**src/rtl/idwe_pkg.sv**
```systemverilog
// Package: shared constants and types for the inverse distance warp evaluator.
package idwe_pkg;
    localparam int MAX_POINTS = 64;
    localparam int IDX_W      = $clog2(MAX_POINTS);
    localparam int CNT_W      = 7;
    localparam int CW         = 20;
    localparam int PW         = 16;
    localparam logic [CW-1:0] FIELD_MAX = 20'sh7FFFF;
    localparam logic [CW-1:0] FIELD_MIN = 20'sh80000;
    localparam logic REG_ACTIVE = 1'b0;
    localparam logic CMD_LOAD   = 1'b0;
    localparam logic CMD_EVAL   = 1'b1;

    typedef struct packed {
        logic        go;
        logic [63:0] num;
        logic [63:0] den;
    } t_div_req;
endpackage

```
**src/rtl/idwe_divider.sv**
```systemverilog
// Shared restoring divider, one quotient bit per cycle, 64-bit operands.
module idwe_divider import idwe_pkg::*; (
    input  logic        i_clk,
    input  logic        i_rst_n,
    input  t_div_req    i_req,
    output logic        o_done,
    output logic [63:0] o_quot
);
    logic [63:0] r_q, r_rem, r_den;
    logic [6:0]  r_cnt;
    logic        r_busy, r_done;
    logic [64:0] trial;
    logic [64:0] shifted;

    always_comb begin
        shifted = {r_rem, r_q[63]};
        trial   = shifted - {1'b0, r_den};
    end

    always_ff @(posedge i_clk) begin
        if (!i_rst_n) begin
            r_busy <= 1'b0;
            r_done <= 1'b0;
            r_cnt  <= '0;
        end else begin
            r_done <= 1'b0;
            if (i_req.go) begin
                r_busy <= 1'b1;
                r_cnt  <= '0;
                r_q    <= i_req.num;
                r_rem  <= '0;
                r_den  <= i_req.den;
            end else if (r_busy) begin
                if (!trial[64]) begin
                    r_rem <= trial[63:0];
                    r_q   <= {r_q[62:0], 1'b1};
                end else begin
                    r_rem <= shifted[63:0];
                    r_q   <= {r_q[62:0], 1'b0};
                end
                r_cnt <= r_cnt + 7'd1;
                if (r_cnt == 7'd63) begin
                    r_busy <= 1'b0;
                    r_done <= 1'b1;
                end
            end
        end
    end

    assign o_done = r_done;
    assign o_quot = r_q;
endmodule

```
**config.mk**
```make
export PLATFORM = sky130hd
export DESIGN_NAME = idwe_divider
export DESIGN_NICKNAME = d
export VERILOG_FILES = /design/src/rtl/idwe_pkg.sv /design/src/rtl/idwe_divider.sv
export SDC_FILE = /design/constraint.sdc
export NUM_CORES = 1
export LEC_CHECK = 0
export BUFFER_PORTS_ARGS = -buffer_cell sky130_fd_sc_hd__buf_4
export CAP_MARGIN = 25
export CORE_MARGIN = 2
export CORE_UTILIZATION = 55
export DETAILED_ROUTE_END_ITERATION = 12
export PLACE_DENSITY_LB_ADDON = 0.1
export REMOVE_ABC_BUFFERS = 1
export SETUP_SLACK_MARGIN = 0.2
export SYNTH_ARGS = -nofsm -noshare
export SYNTH_HDL_FRONTEND = slang
export SYNTH_SLANG_ARGS = --single-unit
```
**constraint.sdc**
```tcl
create_clock -name i_clk -period 10.7 [get_ports i_clk]
set_input_delay 2.14 -clock i_clk [delete_from_list [all_inputs] [get_ports i_clk]]
set_output_delay 2.14 -clock i_clk [all_outputs]
set_load 0.01 [all_outputs]
```
Word-level counts from Yosys, hierarchy flattened
Cells that the tools add are included.

Logic and storage cells: 25. Bits of input ports: 131. Bits in registers: 201.

Muxes and demuxes: 9. Add/sub/neg operators: 2. Equality and inequality tests: 1. Bitwise gates (word level): 2. Reduce and logical (&&, ||, !) cells: 5.

Operator list (number): 2-to-1 mux 64 bit (4); subtractor 65 x 64 -> 65 bit (1); adder 7 x 1 -> 7 bit, second input constant (1); equality test 7 x 6 -> 1 bit, second input constant (1); 2-to-1 mux 1 bit (5); AND reduction 2 bit (2); OR reduction 3 bit (1); NOT 1 bit (2); nonzero test 2 bit (1); OR reduction 2 bit (1).

Longest topological paths before layout
Gate-level depths: netlist of run 1.

Depth after elaboration: 4. Gate-level depth with buffers: 15.

Worst setup path before layout of run 1
No wires, ideal clock.

Path type: input port to flip-flop. From: input port i_req[128] (netlist name). To: register r_q[0] (netlist: o_quot[0]), enable pin. Path buffers: 2. Path slack: 4.625 ns. Library setup time: 0.499 ns. Data arrival time: 5.576 ns. Stages: 3. Path through: clkbuf_1 clkbuf_1 o21a_1.

Longest elaborated chain between the ends: 2.

Ends and longest elaborated chain: from (decl) (line idwe_divider.sv:5) `input t_div_req i_req,`; nonzero test 2 bit (no line); AND reduction 2 bit (no line); to (signal assigned) (line idwe_divider.sv:30) `r_q <= i_req.num;`; to (signal assigned) (line idwe_divider.sv:36) `r_q <= {r_q[62:0], 1'b1};`; to (signal assigned) (line idwe_divider.sv:39) `r_q <= {r_q[62:0], 1'b0};`; to (decl) (line idwe_divider.sv:9) `logic [63:0] r_q, r_rem, r_den;`.

No other way between the ends. A chain may end at the register's enable or synchronous reset.

Worst setup path after layout of run 1
From: register r_q[63] (netlist: o_quot[63]). To: register r_rem[43], data pin.

Longest elaborated chain between the ends: 3.

Ends and longest elaborated chain: subtractor 65 x 64 -> 65 bit (line idwe_divider.sv:17) `trial = shifted - {1'b0, r_den};`; 2-to-1 mux 64 bit (line idwe_divider.sv:34) `if (!trial[64]) begin`; 2-to-1 mux 64 bit (line idwe_divider.sv:33) `end else if (r_busy) begin`; to (signal assigned) (line idwe_divider.sv:35) `r_rem <= trial[63:0];`; to (signal assigned) (line idwe_divider.sv:38) `r_rem <= shifted[63:0];`; to (decl) (line idwe_divider.sv:9).

No other way between the ends. The select of a mux whose other input is x is not followed.

==> results of run 1 <==
==> sequential cells by signal (all words and copies together) (netlist names) <==
name,count
o_quot,64
r_rem,64
r_busy,1
r_den,64
o_done,1
r_cnt,7
==> routing by layer <==
layer | vias up | GRT usage [%] | routed length (µm)
li1 | 4601 | - | -
met1 | 4514 | 33.6 | 12900
met2 | 337 | 39.7 | 13400
met3 | 35 | 5.93 | 2290
met4 | 0 | 5.56 | 491
met5 | - | 0 | 0
==> final timing paths <==
check	startpoint	end	slack, ns	depth (start not counted)
max	o_quot[63]	r_rem[43]	6.07	14
min	r_cnt[6]	r_cnt[6]	0.51	2
max reg2reg	o_quot[63]	r_rem[43]	6.07	14
min reg2reg	r_cnt[6]	r_cnt[6]	0.51	2
==> area by class of cell <==
type	instances	area [µm²]
fillers	1740	7190
flip-flops and latches	201	5950
multi-input cells	796	5510
repair buffers	203	1540
clock buffers	29	638
well taps	280	350
inverters	85	319
clock inverters	11	116
==> logic make-up (layout without fill, tap and decap cells) <==
kind of cell,after synthesis,after routing,share of synthesized area (%)
xor+xnor,61,61,4.44
mux,64,64,5.98
simple gates,240,240,9.87
flops,201,201,49.4
compound gates,365,365,18.4
fa+ha+maj,66,66,6.93
buf+inv,153,328,4.91
==> cell usage after synthesis, types with 13 or more instances <==
| cell | n | share of area [%] |
|---|---|---|
| sky130_fd_sc_hd__a21o_1 | 33 | 2.1 |
| sky130_fd_sc_hd__a21oi_1 | 140 | 5.8 |
| sky130_fd_sc_hd__clkbuf_1 | 60 | 1.9 |
| sky130_fd_sc_hd__edfxtp_1 | 192 | 48 |
| sky130_fd_sc_hd__ha_1 | 65 | 6.8 |
| sky130_fd_sc_hd__inv_1 | 85 | 2.7 |
| sky130_fd_sc_hd__mux2_2 | 63 | 5.9 |
| sky130_fd_sc_hd__nand2_1 | 60 | 1.9 |
| sky130_fd_sc_hd__nand3_1 | 59 | 2.5 |
| sky130_fd_sc_hd__nand4_1 | 24 | 1.2 |
| sky130_fd_sc_hd__nor2_1 | 38 | 1.2 |
| sky130_fd_sc_hd__nor3_1 | 13 | 0.54 |
| sky130_fd_sc_hd__o21ai_0 | 100 | 4.2 |
| sky130_fd_sc_hd__o21bai_1 | 13 | 0.81 |
| sky130_fd_sc_hd__xnor2_1 | 36 | 2.6 |
| sky130_fd_sc_hd__xor2_1 | 25 | 1.8 |
==> report_power, final <==
group / internal [mW] / switching [mW]
registers: 0.949 / 0.0315
logic: 0.287 / 0.393
clock network: 0.470 / 0.321
total: 1.71 / 0.746
==> critical path: cells and delay by family, from the launching register on <==
family | cells | cell delay (ns)
DFF | 1 | 0.36
buffers and inverters | 2 | 0.56
and+or+nand+nor | 4 | 1.34
AOI/OAI and AO/OA | 6 | 1.57
adders and majority gates | 2 | 0.60
==> per-stage QoR <==
stage / hold slack [ns] / setup slack, ns
6_report: 0.513 / 6.07
3_3_place_gp: 0.472 / 5.76
3_5_place_dp: 0.511 / 5.71
2_1_floorplan: 0.458 / 5.18
5_1_grt: 0.532 / 5.75
4_1_cts: 0.521 / 6.07
==> results by group, run 1 <==
Flow run
  – Max-Cap Viols: 0

Logic synthesis
  – EDFF count, synth: 192
  – Area of the mapped netlist: 12,000 µm²
  – Ys async rst share: 0%
  – Synthesized instance count: 1,150
  – Distinct cells, synth: 71
  – Average cell area after synthesis: 10.5 µm²
  – Number of warnings printed during yosys synthesis: 0
  – Sequential share of the synthesized area: 49.4%
  – Number of synthesized register bits: 201
  – Top FF cell, synth: sky130_fd_sc_hd__edfxtp_1

GRT
  – First-pass GRT wire length: 47,400 µm
  – Remaining Overflow, GRT: 0
  – Largest net degree at the start of global routing: 78
  – Initial antenna violation count: 0
  – Tot GR Track Use: 24.5%
  – Via count of the first global-routing pass: 9,434

Route
  – Final wirelength: 29,100 µm
  – Antenna-violating nets left: 0
  – Via count of the routed design: 9,487
  – Vias per cell: 5.91
  – Violation count after the first detailed-routing iteration: 589
  – Per-cell routed wire length: 18.1 µm
  – Final routed DRC violation total: 0
  – Detailed-routing iteration count for the pre-antenna-repair pass: 4

CTS
  – Root Driver: sky130_fd_sc_hd__clkbuf_16
  – Clock H-tree levels: 1
  – CTS buffer count: 23
  – CTS tree: yes
  – Number of buffers inserted to repair setup after CTS: 0
  – Gates resized, CTS repair: 0
  – Insertion delay of the later-clocked pin in the worst-skew pair: 0.53 ns
  – Clock sinks: 201
  – Number of buffers on the longest clock path: 3
  – Post-cts hold buffer count: 0
  – Clock input transition at the sequential cells of the worst setup and hold paths: 0.06 ns

Floorplan
  – Number of ports placed on the die boundary: 196
  – Die Span X: 152 µm
  – Placeable Area: 21,600 µm²
  – Chip Height: 152 µm
  – Site row count: 54
  – Initial cell density of the core: 55.6%
  – Die outline area: 23,100 µm²

Setup path
  – Arr. time, crit path: 4.97 ns
  – Critical path required time: 11.04 ns
  – Cell-by-cell listing of the critical path: inv_1 > ha_1 > fa_1 > nand2b_1 > a21oi_1 > o31a_1 > a21oi_4 > o31a_4 > o21ai_2 > or4b_4 > and3_1 > buf_4 > nor2_1 > a211oi_1
  – Max incr delay on CP: 0.64 ns
  – Startpoint types: flip-flop
  – Endpoint type of the worst setup path: flip-flop
  – Maximum net fanout on the critical path: 44
  – Cell type of the slowest stage on the worst timing path: sky130_fd_sc_hd__and3_1
  – Critical path class: flip-flop to flip-flop

Cells and area
  – Most frequent standard cell in the layout excluding fill and tap cells: sky130_fd_sc_hd__buf_4
  – Cell Count, Final, Fillers Out: 1,605
  – Synthesis-to-finish area growth: 19.9%
  – Layout cells sized above 1: 24.0%
  – Total number of nets in the final design: 1,507
  – Antenna diode count: 0
  – Most used cells in the layout excluding fill and tap cells: sky130_fd_sc_hd__buf_4, sky130_fd_sc_hd__edfxtp_1, sky130_fd_sc_hd__a21oi_1, sky130_fd_sc_hd__o21ai_0, sky130_fd_sc_hd__inv_1
  – Post-route design area: 14,400 µm²
  – Share of the core filled with cells in the final layout: 66.7%

Timing
  – Max-slew headroom: 30.4%
  – Final count of hold timing violations: 0
  – Post-route clock skew: 0.0192 ns
  – Max Fclk: 216 MHz
  – Clock period minus final worst setup slack: 4.63 ns
  – Final Max Tran Viols: 0
  – Setup TNS: 0 ns
  – Final setup violation count: 0
  – Least-Margin Pin Slew: 1.02 ns
  – Setup repair after global routing missed its margin: no
  – Final critical-path share of the clock period: 43.3%

Place
  – Global placer's final weighted congestion: 0.893
  – Area after DPL: 13,600 µm²
  – Final HPWL from detailed placement: 19,900 µm
  – Instance count after placement with tap cells included: 1,564
  – Total of buffers placed on input and output ports: 195

Pwr
  – Tot Pwr: 2.45 mW
  – Cell area power density: 170 nW/µm²
  – P_leak: 5.89 nW
  – IR Drop Worst-Case VDD: 0.000129 V

Run status
  – Outcome: completed

Min path
  – Worst Hold Class: flip-flop to flip-flop
(Power assumes the default switching activity.)
==> run 2, diff against run 1 <==
- CORE_UTILIZATION: 55 -> 52
- clock period: 10.7 -> 4.1 ns (I/O delays scaled with it)
==> results by group, run 2 (same netlist as run 1, synthesis figures left out) <==
Run status
  – Outcome: completed

Min path
  – Worst Hold Class: input pin to flip-flop
  – Number of cells on the worst hold path: 1
  – Worst Min Path Start: i_req[63]

GRT
  – Tot GR Track Use: 24.3%
  – Via count of the first global-routing pass: 9,696
  – Remaining Overflow, GRT: 0
  – Largest net degree at the start of global routing: 74
  – First-pass GRT wire length: 48,100 µm
  – Initial antenna violation count: 0

CTS
  – Clock input transition at the sequential cells of the worst setup and hold paths: 0.06 ns
  – Clock sinks: 201
  – Post-cts hold buffer count: 0
  – CTS tree: yes
  – CTS buffer count: 24
  – Insertion delay of the later-clocked pin in the worst-skew pair: 0.53 ns
  – Root Driver: sky130_fd_sc_hd__clkbuf_16
  – Clock H-tree levels: 1
  – Number of buffers on the longest clock path: 3

Pwr
  – Share of power burned in combinational logic: 29.0%
  – P_int: 4.41 mW
  – Net switching fraction of the power: 30.9%
  – Relative contribution of the clock network to total power: 31.0%
  – IR Drop Worst-Case VDD: 0.000409 V
  – P_leak: 5.98 nW
  – Cell area power density: 437 nW/µm²
  – Relative contribution of sequential cells to total power: 40.1%
  – Switching power: 1.97 mW
  – Tot Pwr: 6.38 mW

Floorplan
  – Chip Height: 156 µm
  – Die outline area: 24,400 µm²
  – Initial cell density of the core: 53.1%
  – Die Span X: 156 µm
  – Number of ports placed on the die boundary: 196
  – Site row count: 55
  – Placeable Area: 22,600 µm²

Timing
  – Clock period minus final worst setup slack: 3.76 ns
  – Setup TNS: 0 ns
  – Final Max Tran Viols: 0
  – Final setup violation count: 0
  – Setup repair after global routing missed its margin: yes
  – Minimum setup slack in the final design: 0.343 ns
  – Final critical-path share of the clock period: 91.6%
  – Final count of hold timing violations: 0
  – Max Fclk: 266 MHz
  – Post-route clock skew: 0.0144 ns
  – Max-slew headroom: 38.8%
  – Least-Margin Pin Slew: 0.917 ns

Setup path
  – Arr. time, crit path: 4.12 ns
  – Critical path class: flip-flop to flip-flop
  – Max incr delay on CP: 0.52 ns
  – Cells on worst reg2reg path: 14
  – Startpoint of the most critical register-to-register path: o_quot[63]
  – Startpoint types: flip-flop
  – Cell type of the slowest stage on the worst timing path: sky130_fd_sc_hd__or4_1
  – Maximum net fanout on the critical path: 26
  – Cell-by-cell listing of the critical path: inv_1 > ha_1 > fa_1 > nand2b_1 > a21oi_2 > o31a_1 > a21oi_4 > o31a_4 > o21ai_2 > or4b_4 > a21oi_4 > buf_4 > or4_1 > a21oi_1
  – Endpoint type of the worst setup path: flip-flop
  – Crit path launch: o_quot[63]
  – Critical path required time: 4.46 ns
  – Cell repeated most along the worst path: sky130_fd_sc_hd__a21oi_4

Route
  – Vias per cell: 5.89
  – Via count of the routed design: 9,615
  – Antenna-violating nets left: 0
  – Final wirelength: 29,700 µm
  – Detailed-routing iteration count for the pre-antenna-repair pass: 5
  – Per-cell routed wire length: 18.2 µm
  – Violation count after the first detailed-routing iteration: 692
  – Final routed DRC violation total: 0

Cells and area
  – Number of filler instances in the final layout: 1,827
  – Share of the core filled with cells in the final layout: 64.5%
  – Most frequent standard cell in the layout excluding fill and tap cells: sky130_fd_sc_hd__buf_4
  – Total number of nets in the final design: 1,530
  – Antenna diode count: 0
  – Most used cells in the layout excluding fill and tap cells: sky130_fd_sc_hd__buf_4, sky130_fd_sc_hd__edfxtp_1, sky130_fd_sc_hd__a21oi_1, sky130_fd_sc_hd__o21ai_0, sky130_fd_sc_hd__inv_1
  – Synthesis-to-finish area growth: 21.5%
  – Layout cells sized above 1: 25.3%

Place
  – Total of buffers placed on input and output ports: 195
  – Global placer's final weighted congestion: 0.914
  – Final HPWL from detailed placement: 21,200 µm
  – Worst-case setup slack after placement: 0.201 ns

Flow run
  – Max-Cap Viols: 0
[run 2: cell count changes in the layout (fill, tap and decap cells not counted), sizes merged]
| cell | delta |
|---|---|
| clkbuf | +1 |
| buf | +22 |
| bufinv | -1 |
[run 2: path summary, 6_finish.rpt]
path                                   to  slack, ns
worst min-delay path            r_den[63]       0.46
worst max-delay path             r_rem[5]       0.34
worst min register to register   r_cnt[5]       0.50
worst max register to register   r_rem[5]       0.34
[run 2: power by group through the flow]
stage | clock network (mW) | registers (mW) | logic (mW)
after global routing | 2.08 | 2.58 | 2.05
after floorplan | 0 | 2.60 | 1.22
final | 1.98 | 2.56 | 1.85
after CTS | 2.01 | 2.56 | 1.83
after detailed placement | 0 | 2.59 | 1.81
after global placement | 0 | 2.59 | 1.79
[run 2: through the flow]
step	cell area, µm²	hold slack [ns]	instances
floorplan	11800	0.458	1082
global placement	13900	0.468	1591
detailed placement	13900	0.491	1591
CTS	14600	0.443	1631
global route	14600	0.444	1632
finish	14600	0.460	1632
[run 2: worst max-delay path: cells and delay by family, from the launching register on]
family	cells	cell delay (ns)
compound gates	7	1.40
simple gates	3	0.92
fa+ha+maj	2	0.60
flops	1	0.36
buf+inv	2	0.29
[run 2: what timing repair did]
item,CTS,global route
resized for setup,1,6
setup endpoints to repair,2,44
buffers inserted,0,1
[run 2: area by class of cell]
cell class	count	area, µm²	share of cell area (%)
Timing Repair Buffer	225	1740	11.9
Tap cell	285	357	2.44
Clock inverter	10	87.6	0.599
Multi-Input combinational cell	796	5540	37.9
Inverter	85	319	2.18
Sequential cell	201	5950	40.7
Clock buffer	30	623	4.26
[run 2: metal layers]
metal  track usage (%)  wire length (µm)  vias to the layer above
met1              33.8             13400                     4600
met5                 0                 0                        -
met3              5.56              2350                       34
met2              39.1             13500                      342
met4              5.81               490                        0
li1                  -                 -                     4639
