==> src/rtl/idwe_pkg.sv <==
// Package: shared constants and types for the inverse distance warp evaluator.
package idwe_pkg;
    localparam int MAX_POINTS = 64;
    localparam int IDX_W      = $clog2(MAX_POINTS);
    localparam int CNT_W      = 7;
    localparam int CW         = 20;
    localparam int PW         = 16;
    localparam logic [CW-1:0] FIELD_MAX = 20'sh7FFFF;
    localparam logic [CW-1:0] FIELD_MIN = 20'sh80000;
    localparam logic REG_ACTIVE = 1'b0;
    localparam logic CMD_LOAD   = 1'b0;
    localparam logic CMD_EVAL   = 1'b1;

    typedef struct packed {
        logic        go;
        logic [63:0] num;
        logic [63:0] den;
    } t_div_req;
endpackage

==> src/rtl/idwe_isqrt.sv <==
// Bit-serial integer square root of a 50-bit value, one result bit per cycle.
module idwe_isqrt import idwe_pkg::*; (
    input  logic        i_clk,
    input  logic        i_rst_n,
    input  logic        i_go,
    input  logic [49:0] i_val,
    output logic        o_done,
    output logic [24:0] o_root
);
    logic [49:0] r_v;
    logic [26:0] r_rem;
    logic [24:0] r_root;
    logic [4:0]  r_cnt;
    logic        r_busy, r_done;
    logic [26:0] nrem, trial;

    always_comb begin
        nrem  = {r_rem[24:0], r_v[49:48]};
        trial = nrem - {r_root, 2'b01};
    end

    always_ff @(posedge i_clk) begin
        if (!i_rst_n) begin
            r_busy <= 1'b0;
            r_done <= 1'b0;
            r_cnt  <= '0;
        end else begin
            r_done <= 1'b0;
            if (i_go) begin
                r_busy <= 1'b1;
                r_cnt  <= '0;
                r_v    <= i_val;
                r_rem  <= '0;
                r_root <= '0;
            end else if (r_busy) begin
                r_v <= {r_v[47:0], 2'b00};
                if (!trial[26]) begin
                    r_rem  <= trial;
                    r_root <= {r_root[23:0], 1'b1};
                end else begin
                    r_rem  <= nrem;
                    r_root <= {r_root[23:0], 1'b0};
                end
                r_cnt <= r_cnt + 5'd1;
                if (r_cnt == 5'd24) begin
                    r_busy <= 1'b0;
                    r_done <= 1'b1;
                end
            end
        end
    end

    assign o_done = r_done;
    assign o_root = r_root;
endmodule

==> config.mk <==
export PLATFORM = sky130hd
export DESIGN_NAME = idwe_isqrt
export DESIGN_NICKNAME = d
export VERILOG_FILES = /design/src/rtl/idwe_pkg.sv /design/src/rtl/idwe_isqrt.sv
export SDC_FILE = /design/constraint.sdc
export NUM_CORES = 1
export LEC_CHECK = 0
export BUFFER_PORTS_ARGS = -buffer_cell sky130_fd_sc_hd__buf_2
export CAP_MARGIN = 20
export CORE_MARGIN = 3
export CORE_UTILIZATION = 30
export CTS_CLUSTER_SIZE = 28
export DETAILED_ROUTE_END_ITERATION = 8
export PLACE_DENSITY = 0.43
export SYNTH_ARGS = -nofsm -noshare
export SYNTH_HDL_FRONTEND = slang
export SYNTH_SLANG_ARGS = --single-unit
export TNS_END_PERCENT = 100
==> constraint.sdc <==
create_clock -name i_clk -period 5.5 [get_ports i_clk]
set_input_delay 1.1 -clock i_clk [delete_from_list [all_inputs] [get_ports i_clk]]
set_output_delay 1.1 -clock i_clk [all_outputs]
set_load 0.01 [all_outputs]
# After elaboration in Yosys (flattened, before gate mapping)
# Index checks and enable logic that the tools add are counted.
[word_totals]
in_bits = 53
out_inout_bits = 26
ff_bits = 107
wordCells = 25
[classes]
mux = 10
eq_ne = 1
addsub = 2
bitwise_logic = 2
n_reduce_logical = 4
[op_table]
columns = ["operator", "count"]
rows = [
  ["$mux W50", 2],
  ["$mux W25", 3],
  ["$sub A27 B27 Y27", 1],
  ["$add A5 B1 Y5 const B", 1],
  ["$eq A5 B5 Y1 const B", 1],
  ["$mux W1", 5],
  ["$reduce_or A3 Y1", 1],
  ["$not A1 Y1", 2],
  ["$reduce_and A2 Y1", 1],
  ["$reduce_bool A2 Y1", 1],
  ["$reduce_or A2 Y1", 1],
]

# Logic depth before layout (Yosys ltp)
# Gate-level depths: netlist of run 1.
[logic_depth]
word_depth = 4
ltp_mapped = 12

# Worst setup path before layout of run 1
# Ideal clock, no wire load.
[synth_timing]
path_kind = "input-to-reg"
start = "in i_go"
end = "reg r_root[0], in the netlist o_root[0], enable pin"
path_stages = 2
slack_ps = 1327
arrival_ps = 3705
required_ps = 5032
path_cell_list = "buf_1 -> o21a_1"
[synth_between]
elab_chain_len = 2
[synth_rtl]
columns = ["item", "line_no", "source"]
rows = [
  ["from (decl)", "idwe_isqrt.sv:5", "input logic i_go,"],
  ["$reduce_bool A2 Y1 (no line)", "-", ""],
  ["$reduce_and A2 Y1 (no line)", "-", ""],
  ["to (signal assigned)", "idwe_isqrt.sv:39", "r_root <= {r_root[23:0], 1'b1};"],
  ["to (signal assigned)", "idwe_isqrt.sv:42", "r_root <= {r_root[23:0], 1'b0};"],
  ["to (decl)", "idwe_isqrt.sv:12", "logic [24:0] r_root;"],
]
# No other way between the ends.
# A chain may end at the register's enable or synchronous reset.

# Final worst setup path of run 1
[layout_timing]
start = "reg r_root[19], in the netlist o_root[19]"
end = "reg r_rem[16], data pin"
[layout_between]
elab_chain_len = 3
[layout_rtl]
columns = ["item", "line_no", "source"]
rows = [
  ["$sub A27 B27 Y27", "idwe_isqrt.sv:19", "trial = nrem - {r_root, 2'b01};"],
  ["$mux W25", "idwe_isqrt.sv:37", "if (!trial[26]) begin"],
  ["$mux W25", "idwe_isqrt.sv:35", "end else if (r_busy) begin"],
  ["to (signal assigned)", "idwe_isqrt.sv:38", "r_rem <= trial;"],
  ["to (signal assigned)", "idwe_isqrt.sv:41", "r_rem <= nrem;"],
  ["to (decl)", "idwe_isqrt.sv:11", "logic [26:0] r_rem;"],
]
# No other way between the ends. The select of a mux whose other input is x is not followed.

==> flow_summary_export.csv, run 1 <==
group,metric,value,unit
run_status,outcome,"finished clean",
floorplanning,io_pins,79,
synthesis,synth-seq-area-share,0.547,
route,drc,0,
timing,min_period,3460,ps
clock_tree,post_cts_buffers,0,
critical_path,worst-path-buf-inv,3,
power,peakVddDrop,153,uV
timing,setup_viol,0,
power,total_leakage_power,2.64,nW
place,port_buffers,78,
floorplanning,start_util,0.313,
synthesis,syn-cell-area,5750,um^2
power,p_sw_frac,0.296,
clock_tree,cts_hold_buf,0,
critical_path,cpPeakStageDelay,480,ps
finish,area_growth,16.5,%
timing,hold_viol_final,0,
place,placed_cell_area,6390,um^2
critical_path,slowest_stage,"nor3_4",
floorplanning,die_x,144,um
route,drt-pass1-iter-count,4,
place,post-place-ws,1670,ps
finish,drive_above_1_share,0.286,
hold_path,hold_depth,2,
synthesis,async_flop_share,0,
synthesis,synthXorXnorAreaFrac,0.0396,
route,finalWirelength,12000,um
finish,final_cell_mix,"edfxtp_1 (100), buf_2 (77), nor2_1 (65), mux2_2 (48), inv_1 (33)",
global_route,gr-total-overflow,0,
timing,finClkSkew,10.9,ps
clock_tree,tritoncts_num_sinks,107,
global_route,grt_usage,0.121,
synthesis,synth_adder_area_share,0.0588,
global_route,antenna_found_initial,2,
critical_path,end_kind,"flop",
flow_run,maxCapViolCount,0,
synthesis,synthFlopType,"edfxtp_1",
route,wl_per_cell,15.2,um
critical_path,critPathTopFamily,"compound AO/OA/AOI/OAI gates",
floorplanning,std_cell_rows,49,
synthesis,synth_simple_gate_area_frac,0.100,
clock_tree,cts_max_path_buffers,2,
synthesis,synth-seq-cells,107,
timing,tightest_slew,782,ps
hold_path,min_path_type,"flop to flop",
synthesis,syn_nets,556,
critical_path,r2r_end,"r_rem[16]$_SDFFCE_PP0P_",
place,hpwl,8450,um
finish,mostFrequentLayoutCell,"edfxtp_1",
critical_path,reg2reg_depth,13,
critical_path,reg2reg_setup_slack,2040,ps
clock_tree,cts_tree,"yes",
timing,min_period_over_period,0.629,
power,intPower,1.52,mW
critical_path,startpoint_type,"flop",
synthesis,yosysWarningCount,0,
clock_tree,clock_latency,360,ps
hold_path,min-delay-start,"r_cnt[4]$_SDFFE_PP0P_",
clock_tree,numCtsBuffers,9,
place,gp_congestion,0.795,
power,power_frac_seq,0.461,
floorplanning,core_area,18400,um^2
power,switching_power,0.641,mW
power,p_per_area,323,nW/um^2
global_route,grt_max_degree,67,
route,ant_nets,0,
timing,rsz0062_at_grt,"no",
synthesis,syn_inst,476,
synthesis,synthMuxAreaShare,0.125,
critical_path,path_cells,"inv_1 > ha_1 > a21oi_1 > nand2_1 > o2bb2ai_1 > o2111ai_2 > a211oi_2 > nor3_2 > nor3_4 > buf_8 > buf_4 > mux2i_1 > nor2_1",
critical_path,cp_max_fo,12,
route,num_vias,3831,
timing,whs,526,ps
synthesis,synth_edf_count,100,
finish,utilization,0.364,
timing,setup_slack,2040,ps
hold_path,min_to,"o_done$_SDFF_PP0_",
synthesis,postSynthAreaPerCell,12.1,um^2
clock_tree,htreeDepth,3,
synthesis,synth_top_cell_area_share,0.522,
finish,fin_nets,635,
global_route,grt_pass1_wl,19800,um
synthesis,synth_compound_area_frac,0.0940,
clock_tree,cts_root_buffer,"clkbuf_16",
critical_path,criticalPathCategory,"flop to flop",
critical_path,r2r-start,"o_root[19]$_SDFFCE_PP0P_",
finish,final_area,6700,um^2
finish,insertedDiodeCount,0,
power,pwr-share-clk,0.303,
timing,fmaxAchievable,289,MHz
power,power_frac_comb,0.236,
critical_path,worst_ep_required_time,5580,ps
route,vias_per_cell,4.86,
synthesis,yosys-top-cells-area,"edfxtp_1 (52%), mux2_2 (9.4%), ha_1 (5.9%)",
timing,slew_violations,0,
floorplanning,die-area,20900,um^2
clock_tree,cts_resized,0,
timing,tns,0,ps
clock_tree,path_clk_slew,80,ps
floorplanning,die_height,144,um
timing,maxSlewHeadroom,0.479,
synthesis,ys_types,48,
synthesis,synth_top_family_by_area,"multiplexers",
route,drt-initial-drc-count,198,
synthesis,synth_largest_area_cell,"edfxtp_1",
global_route,grt_pass1_vias,3920,
critical_path,critPathArrivalTime,3540,ps
[power groups by stage]
stage	sequential, mW	combinational (mW)	clock [mW]
after floorplan	1.02	0.400	0
after global placement	1.02	0.508	0
after detailed placement	1.02	0.510	0
after CTS	0.999	0.512	0.689
after global routing	1.01	0.573	0.722
final	0.998	0.510	0.657
[state kept, by name, indices dropped and copies added, names as in the netlist]
signal and cells:
r_v 50, r_rem 25, o_done 1, r_busy 1, r_cnt 5, o_root 25
[layout make-up]
type / count / area, um^2
sequential: 107 / 3140
clock inverter: 6 / 67.6
clock buffer: 10 / 229
multi-input combinational: 321 / 2410
tap: 229 / 287
fill: 1861 / 11700
timing repair buffer: 83 / 438
inverter: 33 / 124
[worst reg2reg max path, cell delays in order (launching register included)]
cell,delay [ps]
edfxtp_1,390
inv_1,100
ha_1,300
a21oi_1,220
nand2_1,70
o2bb2ai_1,300
o2111ai_2,200
a211oi_2,270
nor3_2,100
nor3_4,480
buf_8,240
buf_4,250
mux2i_1,220
nor2_1,60
[stage by stage]
stage | cells | power, mW
3_5_place_dp | 772 | 1.53
3_3_place_gp | 772 | 1.52
6_report | 789 | 2.17
5_1_grt | 789 | 2.30
4_1_cts | 788 | 2.20
2_1_floorplan | 476 | 1.42
[routing by layer]
| layer | GRT usage | routed length, um | up-vias |
|---|---|---|---|
| met5 | 0 | 21 | - |
| met4 | 0.0265 | 112 | 4 |
| met3 | 0.0565 | 929 | 12 |
| met2 | 0.193 | 5470 | 83 |
| met1 | 0.150 | 5440 | 1837 |
| li1 | - | - | 1895 |
[synthesized netlist by cell type (all sizes together) (4+ instances only)]
master,number
edfxtp,100
nor2,65
mux2,48
inv,33
ha,27
a21oi,21
mux2i,18
xnor2,18
nand2,17
o21ai,16
buf,11
nand3,10
a211oi,9
nor3,9
xor2,8
dfxtp,7
nand2b,7
o21a,7
a21o,4
clkbuf,4
[worst max-delay path by stage]
stage                                        start                 endpoint  slack [ps]  cells past startpoint
after floorplan                               i_go  o_root[0]$_SDFFCE_PP0P_        1330                      2
after global placement    o_root[19]$_SDFFCE_PP0P_  r_rem[16]$_SDFFCE_PP0P_        1740                     12
after detailed placement  o_root[19]$_SDFFCE_PP0P_  r_rem[16]$_SDFFCE_PP0P_        1670                     12
after CTS                 o_root[19]$_SDFFCE_PP0P_  r_rem[16]$_SDFFCE_PP0P_        1650                     12
after global routing       o_root[7]$_SDFFCE_PP0P_  r_rem[13]$_SDFFCE_PP0P_        1640                     13
final                     o_root[19]$_SDFFCE_PP0P_  r_rem[16]$_SDFFCE_PP0P_        2040                     13
[cell families after synthesis]
kind of cell,after synthesis
AOI/OAI and AO/OA,77
xor gates and xnor gates,26
adders and majority gates,27
buffers and inverters,48
DFF,107
muxes,66
and+or+nand+nor,125
(Power assumes the default switching activity.)
==> run 2: changes to the inputs <==
- ABC_AREA: default -> 1
- clock period: 5.5 -> 3.6 ns (I/O delays scaled with it)
==> run 2 against run 1 <==
Non-clock buffer count fell by 1; fmax increased by 24%; clock skew grew 2.4 ps; power is 59% higher; cell count is 51% higher; critical endpoint is now r_rem[12]$_SDFFCE_PP0P_; sequential power is 52% higher; core utilization decreased by 1.2 points; worst setup slack worse by 1200 ps; largest cell class unchanged; global-route usage rose by 2.0 points; critical path type unchanged; design area increased by 11%.
==> flow_summary_export.csv, run 2 <==
group,metric,value,unit
finish,largest-register,"r_v",
clock_tree,cts_root_buffer,"clkbuf_16",
run_status,outcome,"finished clean",
critical_path,reg2reg_depth,11,
power,p_per_area,464,nW/um^2
critical_path,startpoint_type,"flop",
finish,area_growth,15.2,%
timing,whs,466,ps
finish,final_cell_mix,"nand2_1 (325), inv_1 (126), nor2_1 (101), edfxtp_1 (100), buf_2 (78)",
synthesis,synth_top_cell_area_share,0.466,
finish,drive_above_1_share,0.123,
synthesis,syn-cell-area,6450,um^2
power,p_total,3.45,mW
global_route,grt_usage,0.141,
synthesis,async_flop_share,0,
route,drt-pass1-iter-count,4,
timing,tightest_slew,816,ps
floorplanning,die-area,23300,um^2
synthesis,synth_largest_area_cell,"edfxtp_1",
global_route,antenna_found_initial,0,
synthesis,postSynthAreaPerCell,7.65,um^2
flow_run,maxCapViolCount,0,
critical_path,criticalPathCategory,"flop to flop",
synthesis,yosys-top-cells-area,"edfxtp_1 (47%), nand2_1 (19%), inv_1 (7.4%)",
power,total_leakage_power,3.73,nW
synthesis,synthFlopType,"edfxtp_1",
route,route.met2.wl,7350,um
hold_path,min-delay-start,"r_cnt[4]$_SDFFE_PP0P_",
timing,fmaxAchievable,359,MHz
synthesis,syn_nets,923,
clock_tree,tritoncts_num_sinks,107,
clock_tree,path_clk_slew,90,ps
synthesis,synthXorXnorAreaFrac,0.0190,
route,drt-initial-drc-count,266,
route,finalWirelength,16300,um
route,wl_met3,691,um
timing,setup_viol,0,
clock_tree,clock_latency,360,ps
finish,fin_nets,993,
clock_tree,post_cts_buffers,0,
global_route,gr-total-overflow,0,
critical_path,end_kind,"flop",
finish,mostFrequentLayoutCell,"nand2_1",
floorplanning,die_height,153,um
place,post-place-ws,860,ps
global_route,grt_max_degree,78,
critical_path,cp_max_fo,24,
clock_tree,cts_resized,0,
timing,min_period,2780,ps
finish,num-fill-cells,2317,
clock_tree,cts_hold_buf,0,
critical_path,worst_ep_required_time,3810,ps
timing,setup_slack,815,ps
global_route,grt_pass1_vias,5289,
clock_tree,cts_max_path_buffers,2,
route,ant_nets,0,
hold_path,min_path_type,"flop to flop",
timing,maxSlewHeadroom,0.456,
route,drt-met1-wl,8060,um
synthesis,synth_edf_count,100,
synthesis,syn_inst,843,
synthesis,yosysWarningCount,0,
route,vias_per_cell,4.43,
place,placed_cell_area,7120,um^2
floorplanning,io_pins,79,
synthesis,synthMuxAreaShare,0,
finish,largest_reg_flops,50,
route,drc,0,
synthesis,ys_types,30,
critical_path,crit_start,"o_root[7]$_SDFFCE_PP0P_",
synthesis,synth_common_cells,"nand2_1 (325), inv_1 (127), nor2_1 (101)",
hold_path,hold_depth,1,
critical_path,critPathArrivalTime,2990,ps
synthesis,synth-seq-area-share,0.487,
clock_tree,cts_tree,"yes",
finish,insertedDiodeCount,0,
floorplanning,core_area,21100,um^2
global_route,grt_pass1_wl,26800,um
floorplanning,start_util,0.306,
timing,finClkSkew,13.3,ps
finish,multi_input_area,2730,um^2
synthesis,synth_simple_gate_area_frac,0.322,
timing,hold_viol_final,0,
route,top_layer_used,"met4",
route,wl_per_cell,13.6,um
synthesis,yosysMostFrequentCell,"nand2_1",
floorplanning,die_x,153,um
power,peakVddDrop,294,uV
critical_path,r2r-start,"o_root[7]$_SDFFCE_PP0P_",
finish,final_area,7430,um^2
place,port_buffers,78,
clock_tree,htreeDepth,3,
synthesis,synth_compound_area_frac,0.0279,
route,num_vias,5286,
place,gp_congestion,0.870,
timing,tns,0,ps
synthesis,synth_top_family_by_area,"simple AND/OR/NAND/NOR gates",
finish,seqCellArea,3140,um^2
synthesis,synth_adder_area_share,0.0524,
clock_tree,numCtsBuffers,9,
timing,min_period_over_period,0.773,
place,hpwl,11500,um
timing,rsz0062_at_grt,"no",
timing,slew_violations,0,
floorplanning,std_cell_rows,53,
synthesis,synth-seq-cells,107,
[run 2: final cells by class]
| type | count | area share |
|---|---|---|
| Clock buffer | 9 | 0.0303 |
| Clock inverter | 7 | 0.0108 |
| Inverter | 127 | 0.0642 |
| Multi-Input combinational cell | 586 | 0.367 |
| Sequential cell | 107 | 0.423 |
| Tap cell | 275 | 0.0463 |
| Timing Repair Buffer | 82 | 0.0583 |
[run 2: power breakdown]
part           internal, mW  switching (mW)  total (mW)
Combinational         0.294           0.586       0.880
Clock                 0.498           0.546        1.04
Sequential             1.48          0.0387        1.52
Total                  2.27            1.17        3.45
[run 2: cells by family (layout without fill, tap and decap cells)]
kind of cell,count (synthesis),after routing
buf+inv,150,225
compound gates,34,34
xor+xnor,14,14
simple gates,511,511
fa+ha+maj,27,27
flops,107,107
[run 2: critical path, stage by stage (launching register included)]
cell      delay (ps)
edfxtp_1         390
inv_1            100
ha_1             290
nand2_2          130
inv_1             60
a21oi_1          190
nand3_1          250
nand2_2          180
nand3_2          550
nand3_1          280
nand2_1           70
nor2_1           130
[run 2: worst paths after layout]
path | endpoint | slack [ps]
setup / recovery | r_rem[12]$_SDFFCE_PP0P_ | 820
hold / removal | r_cnt[4]$_SDFFE_PP0P_ | 470
setup reg to reg | r_rem[12]$_SDFFCE_PP0P_ | 820
hold reg to reg | r_cnt[4]$_SDFFE_PP0P_ | 470
[run 2: routing by layer]
layer | vias to the layer above | track usage
li1 | 2784 | -
met1 | 2401 | 0.191
met2 | 89 | 0.230
met3 | 12 | 0.0327
met4 | 0 | 0.0318
met5 | - | 0
[run 2: through the flow]
stage / utilization / instances
2_1_floorplan: - / 843
3_3_place_gp: 0.338 / 1177
3_5_place_dp: 0.338 / 1177
4_1_cts: 0.352 / 1193
5_1_grt: 0.352 / 1193
6_report: 0.352 / 1193
==> run 3: changes to the inputs <==
- PLACE_DENSITY: 0.43 -> 0.44
- clock period: 3.6 -> 2.5 ns (I/O delays scaled with it)
==> run 3 against run 2 <==
Sequential cell count stayed put; via count increased by 0.87%; core utilization grew 0.71 points; die area is the same; largest power group unchanged.
==> flow_summary_export.csv, run 3 (synthesized netlist as in run 2, its figures left out) <==
group,metric,value,unit
global_route,antenna_found_initial,0,
power,pwr-share-clk,0.294,
clock_tree,htreeDepth,3,
place,placed_cell_area,7200,um^2
global_route,grt_usage,0.142,
timing,min_period,2310,ps
global_route,grt_pass1_wl,27300,um
route,finalWirelength,16700,um
clock_tree,cts_tree,"yes",
timing,fmaxAchievable,434,MHz
clock_tree,clock_latency,370,ps
power,power_frac_comb,0.273,
finish,seqCellArea,3140,um^2
clock_tree,cts_root_buffer,"clkbuf_16",
timing,min_period_over_period,0.923,
timing,tns,0,ps
floorplanning,die_height,153,um
critical_path,critPathArrivalTime,2430,ps
floorplanning,die_x,153,um
finish,final_cell_mix,"nand2_1 (324), inv_1 (126), nor2_1 (101), edfxtp_1 (100), buf_2 (78)",
route,drt-initial-drc-count,390,
timing,maxSlewHeadroom,0.445,
critical_path,startpoint_type,"flop",
place,hpwl,11300,um
finish,insertedDiodeCount,0,
critical_path,end_kind,"flop",
finish,largest-register,"r_v",
run_status,outcome,"finished clean",
power,intPower,3.33,mW
place,gp_congestion,0.846,
route,vias_per_cell,4.43,
clock_tree,tritoncts_num_sinks,107,
place,post-place-ws,88.3,ps
power,power_frac_seq,0.432,
timing,whs,382,ps
finish,final_cells,1203,
global_route,grt_pass1_vias,5434,
global_route,grt_max_degree,102,
route,ant_nets,0,
finish,final_area,7580,um^2
floorplanning,start_util,0.306,
route,drc,0,
clock_tree,path_clk_slew,90,ps
critical_path,cp_max_fo,10,
finish,multi_input_area,2800,um^2
finish,largest_reg_flops,50,
route,wl_per_cell,13.9,um
finish,fin_nets,1003,
clock_tree,numCtsBuffers,9,
clock_tree,post_cts_buffers,0,
hold_path,min_path_type,"input pin to flop",
timing,tightest_slew,833,ps
timing,slew_violations,0,
timing,setup_slack,193,ps
finish,num-fill-cells,2295,
timing,setup_viol,0,
power,p_sw_frac,0.344,
power,total_leakage_power,3.80,nW
power,switching_power,1.74,mW
finish,utilization,0.359,
finish,area_growth,17.6,%
finish,drive_above_1_share,0.138,
critical_path,worst_ep_required_time,2630,ps
floorplanning,io_pins,79,
timing,finClkSkew,12.3,ps
floorplanning,std_cell_rows,53,
finish,mostFrequentLayoutCell,"nand2_1",
place,dp.cells,1185,
power,peakVddDrop,352,uV
place,port_buffers,78,
power,p_total,5.07,mW
critical_path,criticalPathCategory,"flop to flop",
power,p_per_area,669,nW/um^2
floorplanning,die-area,23300,um^2
route,num_vias,5332,
route,drt-pass1-iter-count,5,
timing,hold_viol_final,0,
flow_run,maxCapViolCount,0,
clock_tree,cts_max_path_buffers,2,
floorplanning,core_area,21100,um^2
global_route,gr-total-overflow,0,
[run 3: power groups by stage]
stage / registers [mW] / clock network (mW) / logic (mW)
after floorplan: 2.23 / 0 / 0.946
after global placement: 2.23 / 0 / 1.34
after detailed placement: 2.23 / 0 / 1.33
after CTS: 2.19 / 1.55 / 1.33
after global routing: 2.21 / 1.61 / 1.60
final: 2.19 / 1.49 / 1.39
[run 3: worst max-delay path: stages (launching register included)]
cell      delay, ps
edfxtp_1        390
inv_1           100
ha_1            280
nand2_2         140
inv_1            80
a21oi_2         180
nand3_2         140
nand2_2         130
nand3_2         110
nand2_2         120
buf_6           180
nand3_1          90
nand2_1          80
nor2_1           50
[run 3: what timing repair did]
item,in CTS,in global routing
endpoints found under the setup margin,0,25
hold buffers,0,0
gates resized for setup,0,11
[run 3: layer usage]
metal / track usage / part of all wire
met2: 0.234 / 0.45
met1: 0.193 / 0.50
met3: 0.0310 / 0.044
met4: 0.0331 / 0.010
met5: 0 / 0
[run 3: final timing paths]
| check | start | end | slack (ps) | cells after the start |
|---|---|---|---|---|
| setup / recovery | o_root[6]$_SDFFCE_PP0P_ | r_rem[15]$_SDFFCE_PP0P_ | 190 | 13 |
| hold / removal | i_val[1] | r_v[1]$_SDFFCE_PN0P_ | 380 | 3 |
| setup reg to reg | o_root[6]$_SDFFCE_PP0P_ | r_rem[15]$_SDFFCE_PP0P_ | 190 | 13 |
| hold reg to reg | r_cnt[4]$_SDFFE_PP0P_ | r_cnt[4]$_SDFFE_PP0P_ | 460 | 1 |
[run 3: final cells by class]
class	count	area share
clock buffers	9	0.0297
multi-input cells	588	0.369
clock inverters	7	0.0102
flip-flops and latches	107	0.415
well taps	275	0.0454
repair buffers	90	0.0677
inverters	127	0.0629
